**src/sv/utf8sd_pkg.sv**
```systemverilog
// utf8sd_pkg: shared types and constants for the UTF-8 stream decoder.
// Used by utf8_stream_decoder_unit and its port checker; no dependencies.

package utf8sd_pkg;

    localparam int CP_W    = 21;
    localparam int CNT_W   = 3;
    localparam int REM_W   = 2;
    localparam int BYTE_W  = 8;

    localparam logic [CP_W-1:0] CP_MAX  = 21'h10FFFF;
    localparam logic [CP_W-1:0] SURR_LO = 21'h00D800;
    localparam logic [CP_W-1:0] SURR_HI = 21'h00DFFF;

    // byte class boundaries
    localparam logic [BYTE_W-1:0] CONT_LO  = 8'h80;
    localparam logic [BYTE_W-1:0] LEAD_LO  = 8'hC0;
    localparam logic [BYTE_W-1:0] LEAD3_LO = 8'hE0;
    localparam logic [BYTE_W-1:0] LEAD4_LO = 8'hF0;
    localparam logic [BYTE_W-1:0] BAD_HI   = 8'hF8;
    localparam logic [BYTE_W-1:0] BAD_C0   = 8'hC0;
    localparam logic [BYTE_W-1:0] BAD_C1   = 8'hC1;

    typedef enum logic {
        ST_OK  = 1'b0,
        ST_BAD = 1'b1
    } status_t;

    typedef struct packed {
        status_t           status;
        logic [CP_W-1:0]   code_point;
        logic [CNT_W-1:0]  byte_count;
        logic              last;
    } result_t;

endpackage

```
**src/sv/utf8_stream_decoder_unit.sv**
```systemverilog
// utf8_stream_decoder_unit: byte-serial UTF-8 decoder, valid/ready on both sides.
// Depends on utf8sd_pkg (result struct, status codes, range constants).
//
// A result is registered: it shows on the output in the cycle after its byte is taken.
// Throughput: one byte per cycle while out_ready holds. Only an ASCII byte that arrives mid-sequence
//   gives two results; it holds the input while the second drains.
// Reset (rst_n low, async): decoder idle, no sequence pending, output empty.

module utf8_stream_decoder_unit
    import utf8sd_pkg::*;
(
    input  logic                clk,
    input  logic                rst_n,
    // byte input
    input  logic                in_valid,
    output logic                in_ready,
    input  logic [BYTE_W-1:0]   data_byte,
    // result output
    output logic                out_valid,
    input  logic                out_ready,
    output logic                status,
    output logic [CP_W-1:0]     code_point,
    output logic [CNT_W-1:0]    byte_count,
    output logic                last
);

    // Sequence state
    logic [REM_W-1:0] rem_reg,  rem_next;
    logic [CNT_W-1:0] seen_reg, seen_next;
    logic [CP_W-1:0]  pv_reg,   pv_next;

    // Two-entry result buffer: first is what the output shows,
    // second holds the trailing result of a two-result byte.
    result_t first_reg,  first_next;
    result_t second_reg, second_next;
    logic    first_valid_reg,  first_valid_next;
    logic    second_valid_reg, second_valid_next;

    // Decode results for the byte on the port
    result_t r0, r1;
    logic    r0_valid, r1_valid;

    logic             pending;
    logic             is_bad, is_ascii, is_cont;
    logic [CP_W-1:0]  pv_shift;
    logic [CNT_W-1:0] seen_inc;
    logic             cp_illegal;
    logic             in_fire, out_fire;

    assign pending  = (rem_reg != '0);
    assign is_bad   = (data_byte == BAD_C0) || (data_byte == BAD_C1) || (data_byte >= BAD_HI);
    assign is_ascii = (data_byte < CONT_LO);
    assign is_cont  = (data_byte >= CONT_LO) && (data_byte < LEAD_LO);

    // Continuation appends six payload bits; the top ones fall off at 21 bits.
    assign pv_shift   = {pv_reg[CP_W-7:0], data_byte[5:0]};
    assign seen_inc   = seen_reg + CNT_W'(1);
    assign cp_illegal = (pv_shift > CP_MAX) || ((pv_shift >= SURR_LO) && (pv_shift <= SURR_HI));

    // Byte decode: results and next sequence state
    always_comb
    begin
        rem_next  = rem_reg;
        seen_next = seen_reg;
        pv_next   = pv_reg;
        r0_valid  = 1'b0;
        r1_valid  = 1'b0;
        r0        = '{status: ST_BAD, code_point: '0, byte_count: CNT_W'(1), last: 1'b1};
        r1        = '{status: ST_OK,  code_point: '0, byte_count: CNT_W'(1), last: 1'b1};

        if (is_bad)
        begin
            // invalid byte drops itself and whatever was pending
            r0_valid      = 1'b1;
            r0.byte_count = (pending ? seen_reg : '0) + CNT_W'(1);
            rem_next      = '0;
            seen_next     = '0;
            pv_next       = '0;
        end
        else if (is_ascii)
        begin
            if (pending)
            begin
                r0_valid      = 1'b1;
                r0.byte_count = seen_reg;
                r0.last       = 1'b0;
                r1_valid      = 1'b1;
                r1.code_point = CP_W'(data_byte);
            end
            else
            begin
                r0_valid      = 1'b1;
                r0.status     = ST_OK;
                r0.code_point = CP_W'(data_byte);
            end
            rem_next  = '0;
            seen_next = '0;
            pv_next   = '0;
        end
        else if (is_cont)
        begin
            if (!pending)
            begin
                r0_valid = 1'b1;   // stray continuation
            end
            else if (rem_reg == REM_W'(1))
            begin
                // sequence completes
                r0_valid      = 1'b1;
                r0.byte_count = seen_inc;
                if (!cp_illegal)
                begin
                    r0.status     = ST_OK;
                    r0.code_point = pv_shift;
                end
                rem_next  = '0;
                seen_next = '0;
                pv_next   = '0;
            end
            else
            begin
                rem_next  = rem_reg - REM_W'(1);
                seen_next = seen_inc;
                pv_next   = pv_shift;
            end
        end
        else
        begin
            // lead byte: flush any pending sequence, then open a new one
            if (pending)
            begin
                r0_valid      = 1'b1;
                r0.byte_count = seen_reg;
            end
            seen_next = CNT_W'(1);
            if (data_byte < LEAD3_LO)
            begin
                rem_next = REM_W'(1);
                pv_next  = CP_W'(data_byte[4:0]);
            end
            else if (data_byte < LEAD4_LO)
            begin
                rem_next = REM_W'(2);
                pv_next  = CP_W'(data_byte[3:0]);
            end
            else
            begin
                rem_next = REM_W'(3);
                pv_next  = CP_W'(data_byte[2:0]);
            end
        end
    end

    // Take a byte only when both buffer slots will be free after this edge.
    assign in_ready = !second_valid_reg && (!first_valid_reg || out_ready);
    assign in_fire  = in_valid && in_ready;
    assign out_fire = first_valid_reg && out_ready;

    always_comb
    begin
        first_next        = first_reg;
        second_next       = second_reg;
        first_valid_next  = first_valid_reg;
        second_valid_next = second_valid_reg;
        if (in_fire)
        begin
            first_next        = r0;
            second_next       = r1;
            first_valid_next  = r0_valid;
            second_valid_next = r1_valid;
        end
        else if (out_fire)
        begin
            first_next        = second_reg;
            first_valid_next  = second_valid_reg;
            second_valid_next = 1'b0;
        end
    end

    // Control state
    always_ff @(posedge clk or negedge rst_n)
    begin
        if (!rst_n)
        begin
            rem_reg          <= '0;
            seen_reg         <= '0;
            pv_reg           <= '0;
            first_valid_reg  <= 1'b0;
            second_valid_reg <= 1'b0;
        end
        else
        begin
            if (in_fire)
            begin
                rem_reg  <= rem_next;
                seen_reg <= seen_next;
                pv_reg   <= pv_next;
            end
            first_valid_reg  <= first_valid_next;
            second_valid_reg <= second_valid_next;
        end
    end

    // Result payload, no reset
    always_ff @(posedge clk)
    begin
        first_reg  <= first_next;
        second_reg <= second_next;
    end

    assign out_valid  = first_valid_reg;
    assign status     = first_reg.status;
    assign code_point = first_reg.code_point;
    assign byte_count = first_reg.byte_count;
    assign last       = first_reg.last;

endmodule

```
**config.mk**
```make
export PLATFORM = sky130hd
export DESIGN_NAME = utf8_stream_decoder_unit
export DESIGN_NICKNAME = d
export VERILOG_FILES = /design/src/sv/utf8sd_pkg.sv /design/src/sv/utf8_stream_decoder_unit.sv
export SDC_FILE = /design/constraint.sdc
export NUM_CORES = 1
export LEC_CHECK = 0
export ABC_AREA = 1
export BUFFER_PORTS_ARGS = -buffer_cell sky130_fd_sc_hd__clkbuf_2
export CAP_MARGIN = 20
export CELL_PAD_IN_SITES_DETAIL_PLACEMENT = 1
export CELL_PAD_IN_SITES_GLOBAL_PLACEMENT = 2
export CORE_MARGIN = 5
export CORE_UTILIZATION = 36
export CTS_BUF_LIST = sky130_fd_sc_hd__clkbuf_2 sky130_fd_sc_hd__clkbuf_4 sky130_fd_sc_hd__clkbuf_8
export CTS_CLUSTER_DIAMETER = 30
export DETAILED_ROUTE_END_ITERATION = 7
export PLACE_DENSITY_LB_ADDON = 0.3
export RECOVER_POWER = 50
export SKIP_CTS_REPAIR_TIMING = 1
export SYNTH_ARGS = -nofsm -noshare
export SYNTH_HDL_FRONTEND = slang
export SYNTH_SLANG_ARGS = --single-unit
export TNS_END_PERCENT = 1
```
**constraint.sdc**
```tcl
create_clock -name clk -period 2.1 [get_ports clk]
set_clock_uncertainty 0.05 [all_clocks]
set_input_delay 0.21 -clock clk [delete_from_list [all_inputs] [get_ports clk]]
set_output_delay 0.21 -clock clk [all_outputs]
set_load 0.02 [all_outputs]
```
==> metrics, run 1 <==
final hold viol count 0; f_max 539 MHz; critical path cell sequence inv_1, nor2_1, nor2_2, nand2_1, a21oi_1, clkbuf_2, nand3_1, o21ai_0; critical path launch point type flop; Antenna Cells 0; Die Width 95.9 um; Num CTS Buffers 5; clock sink total 56; Fin Setup TNS 0 ns; CTS tree done; multi-input logic area 868 um^2; Min-Delay Path Class in -> reg; Pins Over Slew Limit 0; Tot Pwr 3680 uW; vias in the first global route 2081; CP endpoint kind flop; GPL Wtd Cong 0.802; DRT iter0 DRCs 49; Synth area leader edfxtp_1; CP max stage cell dfrtp_1; Synth Instances 286; Post-DRT Antenna Nets 0; worst-margin pin slew about 1.3 ns; sequential-to-total area share from yosys stat 59.1%; first-pass GRT wire length 10.1 mm; area added between synthesis and finish 14.5%; largest net degree at the start of global routing 23; Fillers 890; path type of the worst setup path reg -> reg; status complete, no violations; share of layout cells above drive strength 1 10.3%; Max-slew headroom between 10% and 20%; Tcrit/Tclk final 88.3%; residual DRC count 0; detail-routed via count per cell 4.71; Cell Pwr Density approximately 1200 nW/um^2; Final Util 42.2%; H-tree Lvls 2; crit path DAT 2.03 ns; Final Worst Setup Slack 0.245 ns; PortBufs 39; WL/cell between 10 and 15 um; Setup Viol. Count Final 0; DRT Wirelength 6.07 mm; Bufs on Longest Clock Path 2; P_leak 0.00133 uW; post-synth design cell area roughly 2700 um^2; GRT Residual Overflow 0; Reg clk slew, reported paths around 0.1 ns; Peak VDD IR 0.406 mV; synth top area cells edfxtp_1 38%, dfrtp_1 21%, nand2_1 9.2%; DR pass1 iterations 4; Tmin final 1.85 ns; top-area cell type share of the netlist area 38.4%; max cap viols 0; Core ar. 7210 um^2; Mapped Nets 302; CP Data Required Time 2.28 ns; slowest stage delay, CP between 0.4 and 0.5 ns; crit path max fanout 13; Ys Warns 0; mean area per synthesized cell 9.29 um^2; io pins 40; number of flip-flops in the largest register 21; Nets 346; num rows 31; DR vias 2027; Initial Util 36.8%; Die ar. 9200 um^2; clock latency at the later pin of the worst-skew pair a little over 0.3 ns; DP HPWL ~4.6 mm; Seq. cell area 1570 um^2; post-synthesis cell type count 27; DP Worst Slack 0.247 ns; unrepaired setup endpoints after global routing false; Clock Tree Root clkbuf_8; FF+latch count, synth 56; Die H 95.9 um; antenna violations before repair 0; GRT Util Overall between 10% and 20%
## final timing paths
| path | from | end | slack, ns | cells past startpoint |
|---|---|---|---|---|
| hold / removal | data_byte[2] | pv_reg[2]$_DFFE_PN0P_ | 0.11 | 3 |
| setup / recovery | out_valid$_DFFE_PN0P_ | pv_reg[14]$_DFFE_PN0P_ | 0.25 | 8 |
| hold reg to reg | second_reg[10]$_SDFFCE_PP0P_ | code_point[6]$_DFFE_PP_ | 0.48 | 2 |
| min in group asynchronous | rst_n | seen_reg[0]$_DFFE_PN0P_ | 0.66 | 2 |
| max in group asynchronous | rst_n | pv_reg[0]$_DFFE_PN0P_ | 0.56 | 2 |
| setup reg to reg | out_valid$_DFFE_PN0P_ | pv_reg[14]$_DFFE_PN0P_ | 0.25 | 8 |
## layout make-up
type | instances | share of cell area, %
Clock buffer | 5 | 2.26
Clock inverter | 3 | 1.56
Inverter | 35 | 4.48
Multi-Input combinational cell | 185 | 28.5
Sequential cell | 56 | 51.6
Tap cell | 99 | 4.07
Timing Repair Buffer | 47 | 7.44
## kinds of logic after synthesis
group / Yosys count / share of synthesized area [%]
buffers and inverters: 45 / 7.67
AND/OR/NAND/NOR: 148 / 24.4
XOR/XNOR: 2 / 0.659
flip-flops: 56 / 59.1
other: 1 / 0.141
AO/OA/AOI/OAI: 30 / 6.07
adder cells (fa/ha/maj): 4 / 1.88
## stage by stage
stage	area, um^2	hold WS, ns	cells
6_report	3040	0.114	430
5_1_grt	3040	0.114	430
4_1_cts	3090	-0.148	429
3_5_place_dp	2980	0.211	421
3_3_place_gp	2980	0.202	421
2_1_floorplan	2660	-0.136	286
## routing by layer
layer | track usage, % | part of all wire (%) | up-vias
met1 | 19.1 | 47 | 976
met5 | 0 | 0 | -
met4 | 3.55 | 1.1 | 0
li1 | - | - | 1018
met2 | 23.8 | 49 | 28
met3 | 3.05 | 3.6 | 5
## report_power, final
group	leakage (uW)	internal, uW	total (uW)	switching (uW)
clock network	0.0000583	360	732	372
registers	0.000632	1570	1720	145
logic	0.000642	327	1230	906
## cells in the mapped netlist, drive strengths merged
master,number
nand2,68
nor2,35
edfxtp,34
inv,34
nand3,29
o21ai,25
dfrtp,22
nor3,13
buf,9
a21oi,5
ha,4
nand3b,3
clkbuf,1
clkinv,1
conb,1
xnor2,1
xor2,1
## critical path, delay by kind of cell, from the launching register on
family	cells	cell delay (ns)
simple gates	4	0.47
compound gates	2	0.46
buf+inv	2	0.37
flops	1	0.42
## placed cells by master (no fill, tap or decap), drive strengths merged
cell,n
a21oi,5
buf,4
bufinv,1
clkbuf,47
clkinv,3
conb,1
dfrtp,22
dlygate4sd3,1
edfxtp,34
ha,4
inv,34
nand2,68
nand3,29
nand3b,3
nor2,35
nor3,13
o21ai,25
xnor2,1
xor2,1
(Power assumes the default switching activity.)
==> run 2, diff against run 1 <==
PLACE_DENSITY_LB_ADDON = 0.1   (was 0.3)
SLEW_MARGIN = 20   (was not set)
==> metrics, run 2 (synthesis results as in run 1) <==
H-tree Lvls 2; Reg clk slew, reported paths ~0.1 ns; GPL Wtd Cong between 0.7 and 0.8; Num CTS Buffers 5; Cell Pwr Density about 1200 nW/um^2; share of layout cells above drive strength 1 10.5%; area added between synthesis and finish 15.1%; DRT Wirelength 6.24 mm; residual DRC count 0; critical path launch point type flop; f_max 521 MHz; Setup Viol. Count Final 0; largest net degree at the start of global routing 34; Final Worst Setup Slack 0.181 ns; Die H 95.9 um; Peak VDD IR 0.630 mV; Fin Setup TNS 0 ns; Pins Over Slew Limit 0; CP dominant cell by count nor2_1; CP top delay family simple AND/OR/NAND/NOR gates; final hold viol count 0; GRT Residual Overflow 0; DR vias 2055; Die ar. 9200 um^2; critical path cell sequence inv_1, nor2_1, nor2_2, nand2_1, clkinv_4, clkbuf_2, o21ai_0, nor2_1; clock latency at the later pin of the worst-skew pair 0.31 ns; crit path DAT 1.95 ns; Antenna Cells 0; Clock Tree Root clkbuf_8; Tot Pwr 3700 uW; Max-slew headroom between 10 and 15%; Tcrit/Tclk final 91.4%; max cap viols 0; path type of the worst setup path reg -> reg; PortBufs 39; Finished Cell Area 3060 um^2; GRT Util Overall 14.8%; crit path max fanout 12; path depth of the worst reg2reg path 8; CP max stage cell dfrtp_1; io pins 40; number of flip-flops in the largest register 21; clock sink total 56; num rows 31; DR pass1 iterations 4; DP HPWL 4.66 mm; DRT iter0 DRCs between 70 and 80; CTS tree done; CP Data Required Time 2.13 ns; Min-Delay Path Class in -> reg; Nets 347; first-pass GRT wire length slightly above 10 mm; antenna violations before repair 0; hold path depth 3; Initial Util 36.8%; unrepaired setup endpoints after global routing false; DP Area 3000 um^2; Tmin final between 1.5 and 2 ns; Post-DRT Antenna Nets 0; Die Width 95.9 um; Bufs and invs on worst path 3; Core ar. 7210 um^2; detail-routed via count per cell ~4.8; CP Depth 8; worst-margin pin slew 1.32 ns; slowest stage delay, CP roughly 0.4 ns; WL/cell around 14 um; status complete, no violations; most common cell after layout, fill and taps aside nand2_1; most frequent cells in the layout 66 x nand2_1, 34 x edfxtp_1, 33 x inv_1, 32 x nor2_1, 30 x clkbuf_1; CP endpoint kind flop; vias in the first global route 2145; Bufs on Longest Clock Path 2; P_leak 0.00133 uW; DP Worst Slack 0.173 ns
[run 2: cell count changes in the layout (fill, tap and decap cells not counted)]
cell,before,now
buf_4,3,4
a21oi_4,0,1
clkinv_2,0,1
clkbuf_1,29,30
a21oi_1,5,4
clkinv_4,3,1
clkbuf_2,13,11
clkbuf_4,0,2
[run 2: worst reg2reg max path, cell delays in order (launching register included)]
cell	delay (ns)
dfrtp_1	0.40
inv_1	0.05
nor2_1	0.15
nor2_2	0.05
nand2_1	0.39
clkinv_4	0.10
clkbuf_2	0.28
o21ai_0	0.16
nor2_1	0.06
[run 2: routing by layer]
layer  global-route usage (%)  wire length [um]
met5                        0                 0
met4                     5.21                77
met3                     2.97               208
met2                     25.4              3120
met1                     18.6              2840
[run 2: final timing paths]
path	start	endpoint	slack (ns)
worst min register to register	pv_reg[0]$_DFFE_PN0P_	pv_reg[0]$_DFFE_PN0P_	0.48
min in group asynchronous	rst_n	seen_reg[1]$_DFFE_PN0P_	0.66
worst max register to register	out_valid$_DFFE_PN0P_	byte_count[1]$_SDFFCE_PN0P_	0.18
worst max-delay path	out_valid$_DFFE_PN0P_	byte_count[1]$_SDFFCE_PN0P_	0.18
max in group asynchronous	rst_n	rem_reg[0]$_DFFE_PN0P_	0.56
worst min-delay path	data_byte[1]	pv_reg[1]$_DFFE_PN0P_	0.12
[run 2: cell type report]
cell class / count / area [um^2]
fillers: 898 / 4160
flip-flops and latches: 56 / 1570
multi-input cells: 185 / 880
repair buffers: 48 / 235
inverters: 35 / 136
well taps: 99 / 124
clock buffers: 6 / 76.3
clock inverters: 2 / 35.0
[run 2: power by group]
group | switching (uW) | internal [uW] | leakage [uW] | total [uW]
combinational | 921 | 336 | 0.000644 | 1260
sequential | 142 | 1570 | 0.000632 | 1720
clock | 357 | 368 | 0.0000586 | 724
total | 1420 | 2280 | 0.00133 | 3700
[run 2: metrics by stage]
step | util [%] | cells | hold slack, ns
after global placement | 41.5 | 422 | 0.200
after detailed placement | 41.5 | 422 | 0.201
after global routing | 42.4 | 431 | 0.112
after CTS | 43.1 | 430 | -0.149
after floorplan | - | 286 | -0.136
final | 42.4 | 431 | 0.119
==> run 3, diff against run 2 <==
RECOVER_POWER = 100   (was 50)
==> metrics, run 3 (synthesis results as in run 1) <==
Final Util between 40% and 50%; DR pass1 iterations 4; most frequent cells in the layout 67 x nand2_1, 34 x edfxtp_1, 33 x inv_1, 33 x nor2_1, 30 x clkbuf_1; DRT iter0 DRCs 87; worst-margin pin slew 1.32 ns; Reg clk slew, reported paths 0.10 ns; crit path DAT ~1.9 ns; num rows 31; max cap viols 0; Seq. cell area 1570 um^2; Antenna Cells 0; critical path launch point type flop; hold path depth 3; Setup Viol. Count Final 0; Bufs on Longest Clock Path 2; antenna violations before repair 0; Fillers 901; f_max 531 MHz; DP HPWL 4.66 mm; Tmin final 1.88 ns; Max-slew headroom ~12%; WL/cell approximately 14 um; H-tree Lvls 2; Core ar. roughly 7000 um^2; vias in the first global route 2145; Pins Over Slew Limit 0; Min-Delay Path Class in -> reg; Fin Setup TNS 0 ns; placed instance count around 420; hold_ws 0.120 ns; DP Area ~3000 um^2; GRT Util Overall 14.8%; Num CTS Buffers 5; Finished Cell Area 3040 um^2; final hold viol count 0; Initial Util 36.8%; clock sink total 56; detail-routed via count per cell 4.75; Tcrit/Tclk final 89.6%; PortBufs 39; CP Data Required Time 2.13 ns; crit path max fanout 12; Nets 347; Post-DRT Antenna Nets 0; most common cell after layout, fill and taps aside nand2_1; first-pass GRT wire length between 10 and 15 mm; unrepaired setup endpoints after global routing false; GRT Residual Overflow 0; Die Width 95.9 um; largest net degree at the start of global routing 34; area added between synthesis and finish 14.4%; residual DRC count 0; clock latency at the later pin of the worst-skew pair 0.31 ns; multi-input logic area 863 um^2; Die H ~96 um; status complete, no violations; Cell Pwr Density 1210 nW/um^2; number of flip-flops in the largest register 21; share of layout cells above drive strength 1 9.64%; Die ar. 9200 um^2; GPL Wtd Cong about 0.76; CP endpoint kind flop; DRT Wirelength 6.23 mm; io pins 40; CTS tree done; fin cells ~430; DR vias 2046; P_leak 0.00133 uW; path depth of the worst reg2reg path 8; Peak VDD IR about 0.62 mV; Clock Tree Root clkbuf_8; path type of the worst setup path reg -> reg
-- run 3: changes by cell type in the layout (fill, tap and decap cells not counted), sizes merged --
| cell | delta |
|---|---|
| clkbuf | +1 |
| buf | -1 |
-- run 3: path summary, 6_finish.rpt --
kind / from / slack, ns / endpoint
setup / recovery: out_valid$_DFFE_PN0P_ / 0.22 / byte_count[1]$_SDFFCE_PN0P_
hold / removal: data_byte[1] / 0.12 / pv_reg[1]$_DFFE_PN0P_
setup reg to reg: out_valid$_DFFE_PN0P_ / 0.22 / byte_count[1]$_SDFFCE_PN0P_
hold reg to reg: pv_reg[0]$_DFFE_PN0P_ / 0.48 / pv_reg[0]$_DFFE_PN0P_
max in group asynchronous: rst_n / 0.57 / out_valid$_DFFE_PN0P_
min in group asynchronous: rst_n / 0.66 / seen_reg[1]$_DFFE_PN0P_
-- run 3: metrics by stage --
stage          power, uW  worst slack (ns)
4_1_cts             3850             0.176
6_report            3680             0.218
3_3_place_gp        3100             0.256
2_1_floorplan       2620            0.0818
5_1_grt             3950            0.0162
3_5_place_dp        3120             0.173
-- run 3: layer usage --
| layer | vias up | wire, um | global-route usage (%) |
|---|---|---|---|
| li1 | 1020 | - | - |
| met1 | 987 | 2830 | 18.6 |
| met2 | 34 | 3080 | 25.4 |
| met3 | 5 | 241 | 2.97 |
| met4 | 0 | 77 | 5.21 |
| met5 | - | 0 | 0 |
-- run 3: where the power goes --
part	internal, uW	leakage [uW]	switching (uW)	total, uW
sequential	1570	0.000632	142	1720
clock	368	0.0000586	357	725
combinational	326	0.000642	910	1240
total	2270	0.00133	1410	3680
-- run 3: area by class of cell --
cell class	count	share of cell area [%]
Clock buffer	6	2.51
Tap cell	99	4.08
Multi-Input combinational cell	185	28.4
Clock inverter	2	1.15
Timing Repair Buffer	48	7.66
Sequential cell	56	51.7
Inverter	35	4.49
-- run 3: worst max-delay path, stage by stage, from the launching register on --
cell and delay, ns:
dfrtp_1 0.40, inv_1 0.05, nor2_1 0.15, nor2_2 0.05, nand2_1 0.36, clkinv_4 0.09, clkbuf_2 0.28, o21ai_0 0.16
nor2_1 0.06
